===== config.mk =====
export PLATFORM = sky130hd
export DESIGN_NAME = cartesian_velocity_command_shaper_flat
export DESIGN_NICKNAME = d
export VERILOG_FILES = /design/src/design/cvs_pkg.sv /design/src/design/cvs_ifs.sv /design/src/design/cartesian_velocity_command_shaper.sv /design/src/design/cvs_mac.sv /design/src/flat_wrapper.sv
export SDC_FILE = /design/constraint.sdc
export NUM_CORES = 2
export LEC_CHECK = 0
export BUFFER_PORTS_ARGS = -buffer_cell sky130_fd_sc_hd__buf_2
export CORE_AREA = 2 2 397 596
export CTS_CLUSTER_SIZE = 25
export DETAILED_ROUTE_END_ITERATION = 8
export DIE_AREA = 0 0 399 598
export GPL_ROUTABILITY_DRIVEN = 1
export PLACE_DENSITY = 0.45
export SLEW_MARGIN = 5
export SYNTH_ARGS = -nofsm -noshare
export SYNTH_HDL_FRONTEND = slang
export SYNTH_SLANG_ARGS = --single-unit

===== constraint.sdc =====
create_clock -name i_clk -period 10.6 [get_ports i_clk]
set_input_delay 1.06 -clock i_clk [delete_from_list [all_inputs] [get_ports i_clk]]
set_output_delay 1.06 -clock i_clk [all_outputs]
set_load 0.1 [all_outputs]

===== src/design/cvs_pkg.sv =====
// shared types, codes and constants of the velocity command shaper
package cvs_pkg;

    localparam int NUM_AXES = 3;
    localparam int AXIS_W   = $clog2(NUM_AXES);
    localparam int COORD_W  = 32;
    localparam int LIMIT_W  = 31;
    localparam int GAIN_W   = 16;
    localparam int WEIGHT_W = 17;
    localparam int PROD_W   = 50;
    localparam int ACTION_W = 3;
    localparam int CFG_IDX_W = 3;

    localparam int W_ONE      = 65536;
    localparam int ROUND_HALF = 32768;

    typedef logic signed [COORD_W-1:0]  t_coord;
    typedef logic        [LIMIT_W-1:0]  t_limit;
    typedef logic        [GAIN_W-1:0]   t_gain;
    typedef logic        [WEIGHT_W-1:0] t_weight;
    typedef logic signed [PROD_W-1:0]   t_prod;
    typedef logic        [ACTION_W-1:0] t_action;
    typedef logic        [CFG_IDX_W-1:0] t_cfg_idx;
    typedef logic        [AXIS_W-1:0]   t_axis;

    localparam t_action ACT_TICK       = 3'd0;
    localparam t_action ACT_SPEED      = 3'd1;
    localparam t_action ACT_GOAL       = 3'd2;
    localparam t_action ACT_ACTIVATE   = 3'd3;
    localparam t_action ACT_DEACTIVATE = 3'd4;

    localparam t_cfg_idx CFG_PROP_GAIN   = 3'd0;
    localparam t_cfg_idx CFG_LIM_VEL_X   = 3'd1;
    localparam t_cfg_idx CFG_LIM_VEL_Y   = 3'd2;
    localparam t_cfg_idx CFG_LIM_VEL_Z   = 3'd3;
    localparam t_cfg_idx CFG_LIM_DISP_X  = 3'd4;
    localparam t_cfg_idx CFG_LIM_POS_X   = 3'd5;
    localparam t_cfg_idx CFG_SMOOTH_W    = 3'd6;

endpackage


===== src/design/cvs_ifs.sv =====
// valid/ready channels of the velocity command shaper

interface cvs_item_if;
    logic             valid;
    logic             ready;
    cvs_pkg::t_action action;
    cvs_pkg::t_coord  coord_x;
    cvs_pkg::t_coord  coord_y;
    cvs_pkg::t_coord  coord_z;

    modport source (output valid, action, coord_x, coord_y, coord_z, input ready);
    modport sink   (input valid, action, coord_x, coord_y, coord_z, output ready);
endinterface

interface cvs_result_if;
    logic            valid;
    logic            ready;
    cvs_pkg::t_coord cmd_vel_x;
    cvs_pkg::t_coord cmd_vel_y;
    cvs_pkg::t_coord cmd_vel_z;
    logic            limit_tripped;
    logic            in_position_mode;

    modport source (output valid, cmd_vel_x, cmd_vel_y, cmd_vel_z, limit_tripped,
                    in_position_mode, input ready);
    modport sink   (input valid, cmd_vel_x, cmd_vel_y, cmd_vel_z, limit_tripped,
                    in_position_mode, output ready);
endinterface

interface cvs_cfg_if;
    logic              valid;
    logic              ready;
    cvs_pkg::t_cfg_idx index;
    logic [31:0]       data;

    modport source (output valid, index, data, input ready);
    modport sink   (input valid, index, data, output ready);
endinterface


===== src/design/cartesian_velocity_command_shaper.sv =====
// top level of the three-axis velocity command shaper
// Accepts speed targets, position goals, activate/deactivate and tick items on one
// channel; only ticks of an active block give a result (smoothed x/y/z velocity
// commands, limit trip flag, mode). Non-tick items leave the block idle and ready. A
// tick holds off the next item while one shared subtract-multiply unit works through
// a multiply and a clamp state per axis for the P term (position mode only), then a
// state for the start latch and x limit check, a multiply and an accumulate state per
// axis for smoothing, and a state that loads the output register. The output
// register holds a result until it is taken; a finished tick waits for it to free.
// Configuration writes are taken in any cycle but are meant for an idle block.
module cartesian_velocity_command_shaper (
    input  logic          i_clk,
    input  logic          i_rst_n,
    cvs_item_if.sink      i_item,
    cvs_result_if.source  o_res,
    cvs_cfg_if.sink       i_cfg
);
    import cvs_pkg::*;

    localparam logic [2:0] ST_IDLE   = 3'd0;
    localparam logic [2:0] ST_PMUL   = 3'd1;
    localparam logic [2:0] ST_PCLAMP = 3'd2;
    localparam logic [2:0] ST_TRIP   = 3'd3;
    localparam logic [2:0] ST_SMUL   = 3'd4;
    localparam logic [2:0] ST_SACC   = 3'd5;
    localparam logic [2:0] ST_OUT    = 3'd6;

    localparam t_axis LAST_AXIS = AXIS_W'(NUM_AXES - 1);
    localparam int    P_W       = PROD_W - 8;

    function automatic t_coord clamp_mag(input logic signed [P_W-1:0] v,
                                         input t_limit lim);
        logic signed [P_W-1:0] pos_lim;
        logic signed [P_W-1:0] neg_lim;
        pos_lim = $signed({{(P_W-LIMIT_W){1'b0}}, lim});
        neg_lim = -pos_lim;
        if (v > pos_lim) begin
            return pos_lim[COORD_W-1:0];
        end else if (v < neg_lim) begin
            return neg_lim[COORD_W-1:0];
        end
        return v[COORD_W-1:0];
    endfunction

    // configuration
    t_gain   r_gain;
    t_limit  r_lim_vel [NUM_AXES];
    t_limit  r_lim_disp;
    t_coord  r_lim_pos;
    t_weight r_smooth_w;

    // block state
    logic [2:0] r_state, n_state;
    t_axis      r_axis, n_axis;
    t_coord     r_vel_target [NUM_AXES];
    t_coord     r_goal [NUM_AXES];
    t_coord     r_cmd [NUM_AXES];
    t_coord     r_start_x;
    t_coord     r_coord [NUM_AXES];
    logic       r_pos_mode;
    logic       r_relatch;
    logic       r_active;
    logic       r_tripped;

    // output register
    logic       r_out_valid;
    t_coord     r_out_cmd [NUM_AXES];
    logic       r_out_tripped;
    logic       r_out_pos_mode;

    t_coord     w_in_coord [NUM_AXES];
    logic       w_item_xfer;
    logic       w_out_free;
    t_weight    w_weight;
    logic       w_mac_en;
    t_coord     w_mac_a;
    t_coord     w_mac_b;
    t_weight    w_mac_k;
    t_prod      w_prod;
    t_coord     w_start;
    logic signed [COORD_W:0] w_dist;
    logic        [COORD_W:0] w_abs;
    logic       w_trip;
    t_prod      w_sum;

    assign w_in_coord[0] = i_item.coord_x;
    assign w_in_coord[1] = i_item.coord_y;
    assign w_in_coord[2] = i_item.coord_z;

    assign i_item.ready = (r_state == ST_IDLE);
    assign i_cfg.ready  = 1'b1;
    assign w_item_xfer  = i_item.valid && i_item.ready;
    assign w_out_free   = !r_out_valid || o_res.ready;

    assign w_weight = (r_smooth_w > WEIGHT_W'(W_ONE)) ? WEIGHT_W'(W_ONE) : r_smooth_w;

    // operand selection for the shared unit
    assign w_mac_en = (r_state == ST_PMUL) || (r_state == ST_SMUL);
    always_comb begin
        if (r_state == ST_PMUL) begin
            w_mac_a = r_goal[r_axis];
            w_mac_b = r_coord[r_axis];
            w_mac_k = {1'b0, r_gain};
        end else begin
            w_mac_a = r_vel_target[r_axis];
            w_mac_b = r_cmd[r_axis];
            w_mac_k = w_weight;
        end
    end

    cvs_mac u_mac (
        .i_clk        (i_clk),
        .i_en         (w_mac_en),
        .i_minuend    (w_mac_a),
        .i_subtrahend (w_mac_b),
        .i_scale      (w_mac_k),
        .o_prod       (w_prod)
    );

    // start latch and x safety check
    assign w_start = r_relatch ? r_coord[0] : r_start_x;
    assign w_dist  = {w_start[COORD_W-1], w_start} - {r_coord[0][COORD_W-1], r_coord[0]};
    assign w_abs   = w_dist[COORD_W] ? unsigned'(-w_dist) : unsigned'(w_dist);
    assign w_trip  = (w_abs > {2'b00, r_lim_disp}) || (r_coord[0] > r_lim_pos);

    // cmd + w*(target-cmd), rounded to nearest
    assign w_sum = $signed({{(PROD_W-COORD_W-16){r_cmd[r_axis][COORD_W-1]}},
                            r_cmd[r_axis], 16'b0})
                 + w_prod + PROD_W'(ROUND_HALF);

    always_comb begin
        n_state = r_state;
        n_axis  = r_axis;
        unique case (r_state)
            ST_IDLE: begin
                n_axis = '0;
                if (w_item_xfer && i_item.action == ACT_TICK && r_active) begin
                    n_state = r_pos_mode ? ST_PMUL : ST_TRIP;
                end
            end
            ST_PMUL:   n_state = ST_PCLAMP;
            ST_PCLAMP: begin
                if (r_axis == LAST_AXIS) begin
                    n_state = ST_TRIP;
                    n_axis  = '0;
                end else begin
                    n_state = ST_PMUL;
                    n_axis  = r_axis + 1'b1;
                end
            end
            ST_TRIP: begin
                n_state = ST_SMUL;
                n_axis  = '0;
            end
            ST_SMUL:   n_state = ST_SACC;
            ST_SACC: begin
                if (r_axis == LAST_AXIS) begin
                    n_state = ST_OUT;
                end else begin
                    n_state = ST_SMUL;
                    n_axis  = r_axis + 1'b1;
                end
            end
            ST_OUT: begin
                if (w_out_free) begin
                    n_state = ST_IDLE;
                end
            end
            default:   n_state = ST_IDLE;
        endcase
    end

    always_ff @(posedge i_clk) begin
        if (!i_rst_n) begin
            r_state     <= ST_IDLE;
            r_axis      <= '0;
            r_gain      <= GAIN_W'(256);
            for (int i = 0; i < NUM_AXES; i++) begin
                r_lim_vel[i]    <= LIMIT_W'(6554);
                r_vel_target[i] <= '0;
                r_goal[i]       <= '0;
                r_cmd[i]        <= '0;
            end
            r_lim_disp  <= LIMIT_W'(6554);
            r_lim_pos   <= COORD_W'(65536);
            r_smooth_w  <= WEIGHT_W'(6554);
            r_start_x   <= '0;
            r_pos_mode  <= 1'b0;
            r_relatch   <= 1'b1;
            r_active    <= 1'b0;
            r_out_valid <= 1'b0;
        end else begin
            r_state <= n_state;
            r_axis  <= n_axis;

            if (i_cfg.valid && i_cfg.ready) begin
                unique case (i_cfg.index)
                    CFG_PROP_GAIN:  r_gain       <= i_cfg.data[GAIN_W-1:0];
                    CFG_LIM_VEL_X:  r_lim_vel[0] <= i_cfg.data[LIMIT_W-1:0];
                    CFG_LIM_VEL_Y:  r_lim_vel[1] <= i_cfg.data[LIMIT_W-1:0];
                    CFG_LIM_VEL_Z:  r_lim_vel[2] <= i_cfg.data[LIMIT_W-1:0];
                    CFG_LIM_DISP_X: r_lim_disp   <= i_cfg.data[LIMIT_W-1:0];
                    CFG_LIM_POS_X:  r_lim_pos    <= i_cfg.data;
                    CFG_SMOOTH_W:   r_smooth_w   <= i_cfg.data[WEIGHT_W-1:0];
                    default: ;
                endcase
            end

            // a new result may replace the one taken in the same cycle
            if (r_state == ST_OUT && w_out_free) begin
                r_out_valid <= 1'b1;
            end else if (o_res.ready) begin
                r_out_valid <= 1'b0;
            end

            unique case (r_state)
                ST_IDLE: begin
                    if (w_item_xfer) begin
                        unique case (i_item.action)
                            ACT_ACTIVATE: begin
                                for (int i = 0; i < NUM_AXES; i++) begin
                                    r_vel_target[i] <= '0;
                                    r_cmd[i]        <= '0;
                                end
                                r_active   <= 1'b1;
                                r_relatch  <= 1'b1;
                                r_pos_mode <= 1'b0;
                            end
                            ACT_DEACTIVATE: begin
                                r_active   <= 1'b0;
                                r_pos_mode <= 1'b0;
                            end
                            ACT_SPEED: begin
                                if (r_active) begin
                                    for (int i = 0; i < NUM_AXES; i++) begin
                                        r_vel_target[i] <= clamp_mag(
                                            P_W'(w_in_coord[i]), r_lim_vel[i]);
                                    end
                                    r_pos_mode <= 1'b0;
                                    r_relatch  <= 1'b1;
                                end
                            end
                            ACT_GOAL: begin
                                if (r_active) begin
                                    for (int i = 0; i < NUM_AXES; i++) begin
                                        r_goal[i] <= w_in_coord[i];
                                    end
                                    r_pos_mode <= 1'b1;
                                    r_relatch  <= 1'b1;
                                end
                            end
                            ACT_TICK: begin
                                for (int i = 0; i < NUM_AXES; i++) begin
                                    r_coord[i] <= w_in_coord[i];
                                end
                            end
                            default: ;
                        endcase
                    end
                end
                ST_PCLAMP: begin
                    r_vel_target[r_axis] <= clamp_mag(w_prod[PROD_W-1:8], r_lim_vel[r_axis]);
                end
                ST_TRIP: begin
                    r_start_x <= w_start;
                    r_relatch <= 1'b0;
                    r_tripped <= w_trip;
                    if (w_trip) begin
                        for (int i = 0; i < NUM_AXES; i++) begin
                            r_vel_target[i] <= '0;
                        end
                    end
                end
                ST_SACC: begin
                    r_cmd[r_axis] <= w_sum[COORD_W+15:16];
                end
                ST_OUT: begin
                    if (w_out_free) begin
                        r_out_cmd      <= r_cmd;
                        r_out_tripped  <= r_tripped;
                        r_out_pos_mode <= r_pos_mode;
                    end
                end
                default: ;
            endcase
        end
    end

    assign o_res.valid            = r_out_valid;
    assign o_res.cmd_vel_x        = r_out_cmd[0];
    assign o_res.cmd_vel_y        = r_out_cmd[1];
    assign o_res.cmd_vel_z        = r_out_cmd[2];
    assign o_res.limit_tripped    = r_out_tripped;
    assign o_res.in_position_mode = r_out_pos_mode;

endmodule


===== src/design/cvs_mac.sv =====
// shared subtract-and-multiply unit with registered product
module cvs_mac (
    input  logic            i_clk,
    input  logic            i_en,
    input  cvs_pkg::t_coord i_minuend,
    input  cvs_pkg::t_coord i_subtrahend,
    input  cvs_pkg::t_weight i_scale,
    output cvs_pkg::t_prod  o_prod
);
    import cvs_pkg::*;

    logic signed [COORD_W:0]         w_diff;
    logic signed [COORD_W+WEIGHT_W+1:0] w_full;
    t_prod                           r_prod;

    assign w_diff = {i_minuend[COORD_W-1], i_minuend}
                  - {i_subtrahend[COORD_W-1], i_subtrahend};
    assign w_full = w_diff * $signed({1'b0, i_scale});

    always_ff @(posedge i_clk) begin
        if (i_en) begin
            r_prod <= w_full[PROD_W-1:0];
        end
    end

    assign o_prod = r_prod;

endmodule


===== src/flat_wrapper.sv =====
// flat-port wrapper written by rule: the top's interface ports become plain ports
module cartesian_velocity_command_shaper_flat import cvs_pkg::*;
  (i_clk, i_rst_n, i_item_valid, i_item_action, i_item_coord_x, i_item_coord_y, i_item_coord_z, i_item_ready, o_res_valid, o_res_cmd_vel_x, o_res_cmd_vel_y, o_res_cmd_vel_z, o_res_limit_tripped, o_res_in_position_mode, o_res_ready, i_cfg_valid, i_cfg_index, i_cfg_data, i_cfg_ready);
  cvs_item_if i_item_i ();
  cvs_result_if o_res_i ();
  cvs_cfg_if i_cfg_i ();
  input  logic i_clk;
  input  logic i_rst_n;
  input wire logic [$bits(i_item_i.valid)-1:0] i_item_valid;
  input wire logic [$bits(i_item_i.action)-1:0] i_item_action;
  input wire logic [$bits(i_item_i.coord_x)-1:0] i_item_coord_x;
  input wire logic [$bits(i_item_i.coord_y)-1:0] i_item_coord_y;
  input wire logic [$bits(i_item_i.coord_z)-1:0] i_item_coord_z;
  output wire logic [$bits(i_item_i.ready)-1:0] i_item_ready;
  output wire logic [$bits(o_res_i.valid)-1:0] o_res_valid;
  output wire logic [$bits(o_res_i.cmd_vel_x)-1:0] o_res_cmd_vel_x;
  output wire logic [$bits(o_res_i.cmd_vel_y)-1:0] o_res_cmd_vel_y;
  output wire logic [$bits(o_res_i.cmd_vel_z)-1:0] o_res_cmd_vel_z;
  output wire logic [$bits(o_res_i.limit_tripped)-1:0] o_res_limit_tripped;
  output wire logic [$bits(o_res_i.in_position_mode)-1:0] o_res_in_position_mode;
  input wire logic [$bits(o_res_i.ready)-1:0] o_res_ready;
  input wire logic [$bits(i_cfg_i.valid)-1:0] i_cfg_valid;
  input wire logic [$bits(i_cfg_i.index)-1:0] i_cfg_index;
  input wire logic [$bits(i_cfg_i.data)-1:0] i_cfg_data;
  output wire logic [$bits(i_cfg_i.ready)-1:0] i_cfg_ready;
  assign i_item_i.valid = i_item_valid;
  assign i_item_i.action = i_item_action;
  assign i_item_i.coord_x = i_item_coord_x;
  assign i_item_i.coord_y = i_item_coord_y;
  assign i_item_i.coord_z = i_item_coord_z;
  assign i_item_ready = i_item_i.ready;
  assign o_res_valid = o_res_i.valid;
  assign o_res_cmd_vel_x = o_res_i.cmd_vel_x;
  assign o_res_cmd_vel_y = o_res_i.cmd_vel_y;
  assign o_res_cmd_vel_z = o_res_i.cmd_vel_z;
  assign o_res_limit_tripped = o_res_i.limit_tripped;
  assign o_res_in_position_mode = o_res_i.in_position_mode;
  assign o_res_i.ready = o_res_ready;
  assign i_cfg_i.valid = i_cfg_valid;
  assign i_cfg_i.index = i_cfg_index;
  assign i_cfg_i.data = i_cfg_data;
  assign i_cfg_ready = i_cfg_i.ready;
  cartesian_velocity_command_shaper u_core (.i_clk(i_clk), .i_rst_n(i_rst_n), .i_item(i_item_i), .o_res(o_res_i), .i_cfg(i_cfg_i));
endmodule

==> metrics.md <==
| Metric | Value |
|---|---|
| Maxcap violations | `0` |
| Post-Synthesis Net Count | `8,617` |
| Vias/cell | `5.17` |
| Routed wl met2 | `143,000 um` |
| Cell Area, Synth | `between 0.06 and 0.07 mm^2` |
| Total GRT Usage | `0.238` |
| CTS Sinks | `roughly 790` |
| EDFF count, synth | `554` |
| Count of unique library cells instantiated by Yosys | `110` |
| DR top layer | `met5` |
| Skew final | `around 0.047 ns` |
| Setup_tns | `0 ns` |
| Min-delay src | `u_core.r_lim_disp[15]` |
| Setup crit end kind | `flip-flop` |
| Initial Util | `0.298` |
| CTS tree | `built` |
| Crit. Startpoint | `u_core.r_state[1]` |
| Kind of critical path | `reg2reg` |
| Slew HR | `0.149` |
| Final setup vio count | `0` |
| Most common cell after layout, fill and taps aside | `inv_1` |
| CP max stage delay | `around 0.57 ns` |
| Flops & latches, synth | `789` |
| Asr flop ratio synth | `0` |
| Fin crit period | `10.17 ns` |
| CTS max path bufs | `3` |
| Reg-to-Reg Start | `u_core.r_state[1]` |
| Core area | `around 0.23 mm^2` |
| Die area | `between 0.2 and 0.25 mm^2` |
| Tcrit/Tclk final | `0.960` |
| Final Slew Violations | `0` |
| Post-synthesis sequential area ratio | `0.306` |
| Post-synth top area cell | `edfxtp_1` |
| Placer Congestion | `between 0.9 and 1` |
| # H-tree levels | `3` |
| Clk_lat worst skew | `approximately 0.74 ns` |
| Die width | `399 um` |
| Post-CTS Hold Buffers | `0` |
| Drt wl/cell | `26.3 um` |
| I/O pins | `240` |
| DRC Markers | `0` |
| Largest cells by area after synthesis | `edfxtp_1, fa_1, ha_1` |
| Worst setup SP type | `flip-flop` |
| Req. time, crit path | `11.07 ns` |
| FILL cells | `between 20,000 and 25,000` |
| Status | `complete, no violations` |
| P&R area growth vs syn | `14.3%` |
| Number of buffers created by CTS | `84` |
| Most frequent cells in the layout | `inv_1, nand2_1, nor2_1` |
| Site row count | `around 220` |
| # nets final | `approximately 9,000` |
| Max Fclk | `98.3 MHz` |
| First-pass GRT wire length | `roughly 400,000 um` |
| Met1 wire length | `112,000 um` |
| Gr ovfl total | `0` |
| Post-route ant nets | `0` |
| Detail Placement HPWL | `234,000 um` |
| Largest net degree at the start of global routing | `120` |
| Iter 0 DRT Violations | `4,273` |
| Share of cells above drive strength 1 | `0.126` |
| Post-Syn Area per Cell | `around 9.4 um^2` |
| Worst path arrival time | `10.64 ns` |
| Antenna violations before repair | `29` |
| Post-synth top flop | `edfxtp_1` |
| Clock transition at path regs | `about 0.06 ns` |
| Number of synthesis warnings | `0` |
| Cell count after synthesis | `7,383` |
| Worst-Margin Slew | `1.27 ns` |
| Routed wire length | `between 200,000 and 300,000 um` |
| Post-synth top area share | `0.239` |
| Hold Slack | `0.453 ns` |
| Vias after detailed routing | `56,400` |
| CTS Root Cell | `clkbuf_16` |
| Post-layout util | `0.341` |
| Port Buffer Count | `238` |
| Vias in the first global route | `57,400` |
| WL met3 | `12,800 um` |
| Max stage delay cell, worst path | `fa_1` |
| Final Hold Fails | `0` |
| HP Class | `reg2reg` |
| Critical Path Fanout Max | `7` |
| First-pass iteration count of the detailed router | `5` |
| Die height | `~600 um` |
## path summary, 6_finish.rpt
check             cells past startpoint                      end  slack [ns]
setup / recovery                     47  u_core.u_mac.o_prod[25]        0.43
setup reg to reg                     47  u_core.u_mac.o_prod[25]        0.43
hold reg to reg                       2    u_core.r_lim_disp[15]        0.45
hold / removal                        2    u_core.r_lim_disp[15]        0.45
## layer usage
metal	track usage	vias up
li1	-	25900
met5	0	-
met4	0.130	14
met1	0.281	28300
met2	0.417	1650
met3	0.0283	475
## synth_stat cells, drive strengths merged, types with 66 or more instances
library cell / n
inv: 896
xnor2: 281
mux2i: 238
nor3: 90
a21o: 179
o21ai: 254
nor2b: 66
mux2: 82
and2: 155
nand2: 721
a21oi: 392
edfxtp: 554
nand3: 167
clkbuf: 281
dfxtp: 235
fa: 526
nand2b: 87
xor2: 71
ha: 569
o22ai: 124
nand4: 104
nor2: 677
## logic make-up after synthesis
| kind of cell | synth area share |
|---|---|
| AOI/OAI and AO/OA | 0.117 |
| xor gates and xnor gates | 0.0444 |
| adders and majority gates | 0.254 |
| buffers and inverters | 0.0675 |
| DFF | 0.306 |
| muxes | 0.0595 |
| other | 0.0000538 |
| and+or+nand+nor | 0.151 |
## worst max-delay path: cells and delay by family, from the launching register on
kind / cells / cell delay [ns]
flip-flops: 1 / 0.34
AO/OA/AOI/OAI: 13 / 2.44
XOR/XNOR: 2 / 0.55
multiplexers: 1 / 0.28
adder cells (fa/ha/maj): 8 / 3.74
AND/OR/NAND/NOR: 9 / 0.96
buffers and inverters: 14 / 1.60
## per-stage QoR
stage / cells / instance area (um^2) / worst slack [ns]
floorplan: 7383 / 69700 / 0.0556
global placement: 10700 / 76600 / -0.147
detailed placement: 10700 / 76600 / 0.00943
CTS: 10900 / 79300 / 0.00268
global route: 10900 / 79700 / -0.00539
finish: 10900 / 79700 / 0.428
## final cells by class
class | count | area (um^2) | area share
Inverter | 900 | 3380 | 0.0425
Clock inverter | 43 | 469 | 0.00589
Antenna cell | 12 | 30.0 | 0.000377
Timing Repair Buffer | 608 | 4270 | 0.0536
Multi-Input combinational cell | 5357 | 44100 | 0.553
Sequential cell | 789 | 21400 | 0.268
Tap cell | 3080 | 3850 | 0.0484
Clock buffer | 111 | 2260 | 0.0284
## registers in the layout, indices dropped and copies added, names as in the netlist, 42 cells and up, named ones only
name	flops
u_core.r_cmd	96
u_core.r_coord	96
u_core.r_vel_target	128
u_core.r_lim_vel	93
u_core.u_mac.o_prod	42
u_core.r_goal	96
## what timing repair did
action / in CTS / in global routing
setup buffers: 0 / 8
pin swaps: 0 / 7
gates resized for setup: 3 / 52
cloned: 0 / 3
endpoints found under the setup margin: 4 / 23
Power is not shown: default switching activity piles up to over one toggle a cycle in this logic, so the estimate is an artifact.
